[src/sld_pkg.sv]
// Shared constants, types and offset tables of the stride LZ decompressor.
package sld_pkg;

  localparam int MaxStride      = 1024;
  localparam int WindowDepth    = 4096;
  localparam int OutputCapacity = 262144;

  localparam int ByteW   = 8;
  localparam int StrideW = 11;
  localparam int LimitW  = 19;
  localparam int CountW  = 19;
  localparam int StatusW = 3;
  localparam int LenW    = 5;
  localparam int ModeW   = 3;
  localparam int CfgW    = 19;
  localparam int CfgIdxW = 1;
  localparam int AddrW   = $clog2(WindowDepth);
  // Signed copy distance, enough for three plus one row.
  localparam int DistW   = $clog2(2 * MaxStride + 4) + 1;

  typedef enum logic [StatusW-1:0] {
    STAT_RUNNING = 3'd0,
    STAT_END     = 3'd1,
    STAT_SRC_END = 3'd2,
    STAT_FULL    = 3'd3,
    STAT_BAD_REF = 3'd4
  } sld_status_e;

  typedef enum logic [CfgIdxW-1:0] {
    REG_ROW_STRIDE   = 1'b0,
    REG_OUTPUT_LIMIT = 1'b1
  } sld_reg_e;

  typedef enum logic [2:0] {
    ST_IDLE,
    ST_DECODE,
    ST_COPY_RD,
    ST_COPY_WR,
    ST_STATUS,
    ST_DONE
  } sld_state_e;

  // Commands from the controller to the datapath.
  typedef struct packed {
    logic        latch;
    logic        lit_emit;
    logic        set_pending;
    logic        load_copy;
    logic        rd_issue;
    logic        copy_emit;
    logic        status_emit;
    logic        code_we;
    sld_status_e code;
  } sld_cmd_t;

  // Status from the datapath to the controller.
  typedef struct packed {
    logic last;
    logic pending_nz;
    logic mode_zero;
    logic len_zero;
    logic full;
    logic bad_ref;
    logic count_one;
    logic out_free;
  } sld_sts_t;

  // Negated base offset of each copy mode.
  function automatic logic signed [2:0] neg_base(input logic [ModeW-1:0] mode);
    logic signed [2:0] nb;
    unique case (mode)
      3'd1:    nb = 3'sd1;
      3'd3:    nb = 3'sd1;
      3'd4:    nb = 3'sd2;
      3'd5:    nb = 3'sd3;
      3'd6:    nb = -3'sd1;
      3'd7:    nb = -3'sd2;
      default: nb = 3'sd0;
    endcase
    return nb;
  endfunction

  // Modes two and up reach one row (two bytes per pixel) back.
  function automatic logic up_ref(input logic [ModeW-1:0] mode);
    return (mode >= 3'd2);
  endfunction

endpackage

[src/sld_controller.sv]
// Controller state machine sequencing decode, copy and status steps.
module sld_controller
  import sld_pkg::*;
(
  input  logic     clk_i,
  input  logic     rst_ni,
  input  logic     src_valid_i,
  output logic     src_ready_o,
  input  sld_sts_t sts_i,
  output sld_cmd_t cmd_o
);

  sld_state_e state_q, state_d;

  always_ff @(posedge clk_i or negedge rst_ni) begin
    if (!rst_ni) begin
      state_q <= ST_IDLE;
    end else begin
      state_q <= state_d;
    end
  end

  always_comb begin
    state_d     = state_q;
    cmd_o       = '0;
    cmd_o.code  = STAT_SRC_END;
    src_ready_o = 1'b0;
    unique case (state_q)
      ST_IDLE: begin
        src_ready_o = 1'b1;
        if (src_valid_i) begin
          cmd_o.latch = 1'b1;
          state_d     = ST_DECODE;
        end
      end
      ST_DECODE: begin
        if (sts_i.pending_nz) begin
          if (sts_i.full) begin
            cmd_o.code_we = 1'b1;
            cmd_o.code    = STAT_FULL;
            state_d       = ST_STATUS;
          end else if (sts_i.out_free) begin
            cmd_o.lit_emit = 1'b1;
            cmd_o.code_we  = sts_i.last;
            state_d        = sts_i.last ? ST_STATUS : ST_IDLE;
          end
        end else if (sts_i.mode_zero) begin
          if (sts_i.len_zero) begin
            cmd_o.code_we = 1'b1;
            cmd_o.code    = STAT_END;
            state_d       = ST_STATUS;
          end else begin
            cmd_o.set_pending = 1'b1;
            cmd_o.code_we     = sts_i.last;
            state_d           = sts_i.last ? ST_STATUS : ST_IDLE;
          end
        end else begin
          cmd_o.load_copy = 1'b1;
          if (sts_i.len_zero) begin
            cmd_o.code_we = sts_i.last;
            state_d       = sts_i.last ? ST_STATUS : ST_IDLE;
          end else begin
            state_d = ST_COPY_RD;
          end
        end
      end
      ST_COPY_RD: begin
        if (sts_i.full) begin
          cmd_o.code_we = 1'b1;
          cmd_o.code    = STAT_FULL;
          state_d       = ST_STATUS;
        end else if (sts_i.bad_ref) begin
          cmd_o.code_we = 1'b1;
          cmd_o.code    = STAT_BAD_REF;
          state_d       = ST_STATUS;
        end else begin
          cmd_o.rd_issue = 1'b1;
          state_d        = ST_COPY_WR;
        end
      end
      ST_COPY_WR: begin
        if (sts_i.out_free) begin
          cmd_o.copy_emit = 1'b1;
          if (sts_i.count_one) begin
            cmd_o.code_we = sts_i.last;
            state_d       = sts_i.last ? ST_STATUS : ST_IDLE;
          end else begin
            state_d = ST_COPY_RD;
          end
        end
      end
      ST_STATUS: begin
        if (sts_i.out_free) begin
          cmd_o.status_emit = 1'b1;
          state_d           = ST_DONE;
        end
      end
      ST_DONE: begin
        // Requests after the end are taken and dropped.
        src_ready_o = 1'b1;
      end
      default: begin
        state_d = ST_IDLE;
      end
    endcase
  end

  a_done_sticky: assert property (@(posedge clk_i) disable iff (!rst_ni)
    state_q == ST_DONE |=> state_q == ST_DONE)
    else $error("decoder left the done state without reset");

  a_read_then_write: assert property (@(posedge clk_i) disable iff (!rst_ni)
    cmd_o.rd_issue |=> state_q == ST_COPY_WR)
    else $error("history read not followed by its copy write step");

  a_status_ends: assert property (@(posedge clk_i) disable iff (!rst_ni)
    cmd_o.status_emit |=> state_q == ST_DONE && !cmd_o.lit_emit && !cmd_o.copy_emit)
    else $error("output produced after the final status");

endmodule

[config.mk]
export PLATFORM = sky130hd
export DESIGN_NAME = sld_controller
export DESIGN_NICKNAME = d
export VERILOG_FILES = /design/src/sld_pkg.sv /design/src/sld_controller.sv
export SDC_FILE = /design/constraint.sdc
export NUM_CORES = 1
export LEC_CHECK = 0
export BUFFER_PORTS_ARGS = -buffer_cell sky130_fd_sc_hd__buf_4
export CAP_MARGIN = 25
export CORE_AREA = 8 8 45 47
export DETAILED_ROUTE_END_ITERATION = 8
export DIE_AREA = 0 0 53 55
export PLACE_DENSITY = 0.68
export SYNTH_ARGS = -nofsm -noshare
export SYNTH_HDL_FRONTEND = slang
export SYNTH_SLANG_ARGS = --single-unit
[constraint.sdc]
create_clock -name clk_i -period 1.5 [get_ports clk_i]
set_clock_uncertainty 0.1 [all_clocks]
set_input_delay 0.15 -clock clk_i [delete_from_list [all_inputs] [get_ports clk_i]]
set_output_delay 0.15 -clock clk_i [all_outputs]
set_load 0.1 [all_outputs]
After elaboration in Yosys (flattened, before gate mapping)

Index checks and enable logic that the tools add are counted.

Muxes and demuxes: 45
Equality and inequality tests: 9
Bitwise gates (word level): 1
Reduce and logical (&&, ||, !) cells: 3

Operators by type and width:

| operator                                                               | count |
|---|---|
| 3-bit two-way mux                                                      | 15 |
| 1-bit two-way mux                                                      | 22 |
| 3-bit one-hot mux with 6 select lines                                  | 1 |
| 4-bit two-way mux                                                      | 3 |
| 3-bit by 2-bit equality test with 1-bit output (second input constant) | 2 |
| 3-bit equality test (second input constant)                            | 2 |
| 2-bit inequality test (second input constant)                          | 3 |
| 3-bit one-hot mux with 2 select lines                                  | 1 |
| 5-bit AND reduction                                                    | 1 |
| 2-bit two-way mux                                                      | 2 |
| 4-bit inequality test (second input constant)                          | 1 |
| 3-bit by 1-bit equality test with 1-bit output (second input constant) | 1 |
| 3-bit zero test                                                        | 1 |
| 1-bit one-hot mux with 3 select lines                                  | 1 |
| 2-bit OR reduction                                                     | 1 |
| 1-bit NOT                                                              | 1 |

Input bits: 11
Output and inout port bits: 12
Bits in registers: 3
Word-level logic and storage cells: 59

Logic depth before layout (Yosys ltp)

Gate-level depths: netlist (run 1).

Word-level depth: 5
Depth in mapped cells: 4
Depth with buffers taken out: 3

Worst setup path after synthesis (run 1)

OpenSTA, ideal clock, no wires.

Path kind: register to output
From: register state_q[0]
To: output cmd_o[10] in the netlist's numbering
Stages on the path, launching flop included: 3
Required time: 1250 ps
Path slack: -2455 ps
Arrival: 3705 ps
Path through: dfrtp_1 buf_6 nor4b_1

RTL lines:

| element                  | RTL line             | RTL |
|---|---|---|
| start: declaration       | sld_controller.sv:13 | `sld_state_e state_q, state_d;` |
| start signal: assignment | sld_controller.sv:19 | `state_q <= state_d;` |
| end: declaration         | sld_controller.sv:10 | `output sld_cmd_t cmd_o` |

==> reports/results.tsv, run 1 <==
metric	value	unit
failing checks	setup timing	
Net Count, Synth	64	
Top Registers	state_q: 3 flops	
Max-Cap Viols	0	
DRC violation count after routing	0	
H-tree Lvls	1	
Slew HR	76.8	%
antenna violations before repair	0	
CTS Root Cell	clkbuf_4	
CTS buffer count	3	
Max stage delay on crit path	0.37	ns
final setup TNS	-2.51	ns
slowest library cell on the worst path	dfrtp_1	
initial core utilization	30.5	%
average cell area after synthesis	7.96	um^2
hpwl dp	1240	um
Via Count	601	
GRT overflow	0	
RSZ-0062 raised after global routing	yes	
vias in the first global route	646	
switching power	88.5	uW
# IOs	23	
clk buf depth	2	
sequential share of power	26.3	%
share of cells above drive strength 1	67.4	%
Worst-Margin Slew	0.347	ns
Comb pwr share	24.5	%
gpl congestion	0.804	
Leakage	0.414	nW
Worst Path Arrival	1.54	ns
fmax	557	MHz
CP endpoint kind	output port	
flop and latch count out of synthesis	3	
antenna-violating nets left	0	
worst-path fanout max	3	
first-pass GRT wire length	2900	um
most common cell after layout, fill and taps aside	buf_4	
Die W	53	um
HP Class	in2reg	
Switching Share	28.6	%
peak supply drop	0.000292	V
pre-CTS setup slack	-0.0827	ns
pin count of the biggest net entering global routing	11	
Biggest register	state_q	
minimum clock period	1.79	ns
Post-Route WL	1760	um
Yosys warnings	0	
final net count	107	
post-synthesis sequential area ratio	17.8	%
Wirelength per Cell	15.9	um
CP top delay family	simple AND/OR/NAND/NOR gates	
die height	55	um
Worst EP required	1.25	ns
cell-internal power	221	uW
worst path cell trace	nand2b_4, or3_4, nor3b_4, buf_12	
FF+latch area	76.3	um^2
die area	2920	um^2
crit share post-route	120	%
Post-Route Utilization	73.6	%
clock share of power	49.2	%
Netlist cell types	32	
Row Count	14	
max reg flops	3	
setup ws final	-0.295	ns
most frequent cells in the layout	buf_4 (25), buf_12 (9), buf_6 (5)	
clock latency on the worst-skew pair	0.25	ns
Layout fillers	109	
CTS tree	yes	
startpoint types	flop	
Synth-to-Final Area Change	142	%
final setup vio count	12	
synthesized instance count	53	
number of port buffers	22	
overall routing resource usage	13.2	%
Initial DRT Pass Iterations	4	
Bufs and invs on worst path	1	
DRT iter0 DRCs	13	
multi-input combinational cell area	439	um^2
Via density	5.41	
Slew Viols, Final	0	
diodes inserted	0	
core region area	1380	um^2
status	finished, violations left	
PwrDens	304	nW/um^2
Mapped Area	422	um^2
CTS Sinks	3	
endpoints failing hold	0	
Worst-path clk slew	0.04	ns
Crit Path Class	reg2out	
[repair_timing]
item,4_1_cts,5_1_grt
endpoints found under the setup margin,12,13
pin swaps,1,2
setup buffers,2,1
hold buffers,1,0
endpoints found under the hold margin,3,0
gates resized for setup,34,6
gates cloned,1,0
[synthesized netlist by cell type]
cell type,number,share of area [%]
nor2_1,4,3.6
nor3_1,4,4.7
dfrtp_1,3,18
nand2_1,3,2.7
nor2b_1,3,4.5
a211oi_1,2,3.6
a21o_1,2,3.6
a21oi_1,2,2.4
a22o_1,2,4.2
and3_1,2,3.0
buf_6,2,5.3
inv_1,2,1.8
nand3_1,2,2.4
nand3b_1,2,3.6
a2111oi_0,1,2.1
a31oi_1,1,1.5
and2_1,1,1.5
and2b_1,1,1.8
buf_4,1,1.8
maj3_2,1,2.7
nand2b_1,1,1.5
nand2b_2,1,2.1
nor3b_1,1,1.8
nor3b_2,1,3.0
nor4_1,1,1.5
nor4b_1,1,2.1
o21ai_0,1,1.2
o221a_1,1,2.7
o22a_1,1,2.1
o311ai_2,1,3.9
or2_2,1,1.5
or3_4,1,2.7
[per-layer routing]
metal | GRT usage, % | share of wire (%)
met5 | 0 | 0
met4 | 7.76 | 1.1
met3 | 4.01 | 9.4
met2 | 21.7 | 47
met1 | 14.9 | 42
[cells by family after synthesis]
family | synth area share, %
AND/OR/NAND/NOR | 43.6
AO/OA/AOI/OAI | 27.0
buffers and inverters | 8.90
flip-flops | 17.8
adder cells (fa/ha/maj) | 2.67
[power by group through the flow]
stage / registers (mW) / logic [mW] / clock network (mW)
floorplan: 0.0824 / 0.0214 / 0
global placement: 0.0824 / 0.0701 / 0
detailed placement: 0.0824 / 0.0710 / 0
CTS: 0.0813 / 0.0738 / 0.155
global route: 0.0813 / 0.0813 / 0.158
finish: 0.0813 / 0.0757 / 0.152
[area by class of cell]
cell class	count	share of cell area [%]
clock buffer	4	2.58
sequential	3	7.49
timing repair buffer	41	44.1
inverter	2	0.737
tap	16	1.97
multi-input combinational	45	43.1
[through the flow]
stage / cell area [um^2] / hold WS [ns] / std cells / total power, mW
2_1_floorplan: 538 / -0.246 / 53 / 0.104
3_3_place_gp: 798 / -0.160 / 102 / 0.152
3_5_place_dp: 798 / -0.159 / 102 / 0.153
4_1_cts: 992 / 0.108 / 110 / 0.310
5_1_grt: 1020 / 0.136 / 111 / 0.321
6_report: 1020 / 0.111 / 111 / 0.309
[path summary, 6_finish.rpt]
path,cells after the start,from,slack (ns),endpoint
setup reg to reg,5,state_q[0]$_DFFE_PN0P_,0.07,state_q[2]$_DFFE_PN0P_
min in group asynchronous,2,rst_ni,0.12,state_q[1]$_DFFE_PN0P_
hold / removal,3,sts_i[0],0.11,state_q[0]$_DFFE_PN0P_
hold reg to reg,3,state_q[1]$_DFFE_PN0P_,0.68,state_q[0]$_DFFE_PN0P_
max in group asynchronous,2,rst_ni,1.07,state_q[0]$_DFFE_PN0P_
setup / recovery,4,state_q[1]$_DFFE_PN0P_,-0.29,cmd_o[8]
[tightest hold or removal path: stages]
cell      delay, ns
buf_4          0.11
a21o_1         0.09
a211oi_1       0.06
(Power assumes the default switching activity.)
==> run 2, diff against run 1 <==
- MAX_ROUTING_LAYER: not set -> met4
- clock period: 1.5 -> 2.3 ns (I/O delays scaled with it)
==> reports/results.tsv, run 2 (synthesized netlist as in run 1, its figures left out) <==
metric	value	unit
die height	55	um
antenna-violating nets left	0	
Leakage	0.290	nW
minimum clock period	2.10	ns
endpoints failing hold	0	
die area	2920	um^2
Worst-Margin Slew	0.353	ns
final setup TNS	0	ns
Top Registers	state_q: 3 flops	
# IOs	23	
Layout fillers	143	
CP endpoint kind	output port	
worst path cell trace	nand2b_2, or3_4, nor3b_4, buf_4	
setup ws final	0.204	ns
slowest library cell on the worst path	dfrtp_1	
number of port buffers	22	
fmax	477	MHz
H-tree Lvls	1	
CTS buffer count	3	
max reg flops	3	
hpwl dp	1120	um
gpl congestion	0.826	
share of cells above drive strength 1	52.5	%
placed inst area	661	um^2
worst-path fanout max	6	
RSZ-0062 raised after global routing	no	
fin cells	96	
Post-Route WL	1350	um
diodes inserted	0	
Row Count	14	
HP Class	in2reg	
overall routing resource usage	9.59	%
CTS tree	yes	
Via density	5.20	
final setup vio count	0	
antenna violations before repair	0	
Hold Slack	0.188	ns
Die W	53	um
Max-Cap Viols	0	
vias in the first global route	468	
clk buf depth	2	
Worst Path Arrival	1.77	ns
pre-CTS setup slack	0.457	ns
Biggest register	state_q	
startpoint types	flop	
Initial DRT Pass Iterations	3	
Via Count	499	
fin area	697	um^2
Worst EP required	1.97	ns
Wirelength per Cell	14.0	um
most common cell after layout, fill and taps aside	buf_4	
most frequent cells in the layout	buf_4 (25), nor2b_1 (3), nand2_1 (3), clkbuf_4 (3), dfrtp_1 (3)	
Inst Count DP	91	
CTS Root Cell	clkbuf_4	
final net count	92	
status	finished clean	
post-cts gate resize count	0	
CTS Sinks	3	
first-pass GRT wire length	2100	um
Slew Viols, Final	0	
DRC violation count after routing	0	
clock latency on the worst-skew pair	0.23	ns
crit share post-route	91.1	%
PwrDens	266	nW/um^2
GRT overflow	0	
peak supply drop	0.000159	V
pin count of the biggest net entering global routing	12	
initial core utilization	30.5	%
Crit Path Class	reg2out	
Max stage delay on crit path	0.41	ns
Slew HR	75.8	%
Worst-path clk slew	0.04	ns
Synth-to-Final Area Change	65.3	%
core region area	1380	um^2
DRT iter0 DRCs	3	
Bufs and invs on worst path	1	
CP top delay family	simple AND/OR/NAND/NOR gates	
==> run 2: metrics by stage <==
step | total power [mW] | util (%)
2_1_floorplan | 0.0666 | -
4_1_cts | 0.189 | 50.4
3_5_place_dp | 0.0916 | 47.7
5_1_grt | 0.200 | 50.4
6_report | 0.186 | 50.4
3_3_place_gp | 0.0915 | 47.7
==> run 2: what timing repair did <==
| item | CTS | global route |
|---|---|---|
| hold endpoints to repair | 3 | 0 |
| buffers inserted | 0 | 0 |
| hold buffers | 1 | 0 |
==> run 2: final timing paths <==
path / slack [ns] / start / endpoint / depth (start not counted)
setup / recovery: 0.20 / state_q[1]$_DFFE_PN0P_ / cmd_o[8] / 4
hold / removal: 0.19 / sts_i[5] / state_q[1]$_DFFE_PN0P_ / 2
setup reg to reg: 0.84 / state_q[1]$_DFFE_PN0P_ / state_q[1]$_DFFE_PN0P_ / 3
hold reg to reg: 0.58 / state_q[2]$_DFFE_PN0P_ / state_q[2]$_DFFE_PN0P_ / 2
max in group asynchronous: 1.78 / rst_ni / state_q[2]$_DFFE_PN0P_ / 2
min in group asynchronous: 0.22 / rst_ni / state_q[0]$_DFFE_PN0P_ / 2
==> run 2: power breakdown <==
part / internal (mW) / switching (mW) / leakage [nW]
clock: 0.0651 / 0.0284 / 0.0150
sequential: 0.0531 / 0.000000000365 / 0.0315
combinational: 0.0200 / 0.0190 / 0.243
total: 0.138 / 0.0474 / 0.290
==> run 2: layout make-up <==
class / instances / area, um^2 / share of cell area (%)
Tap cell: 16 / 20.0 / 2.87
Timing Repair Buffer: 26 / 198 / 28.4
Clock buffer: 4 / 26.3 / 3.77
Inverter: 2 / 7.51 / 1.08
Multi-Input combinational cell: 45 / 370 / 53.1
Sequential cell: 3 / 75.1 / 10.8
==> run 2: metal layers <==
metal,up-vias,global-route usage [%],routed length (um)
met5,-,-,0
met4,0,3.88,8
met3,2,3.21,59
met2,11,14.1,666
met1,232,11.8,611
li1,254,-,-
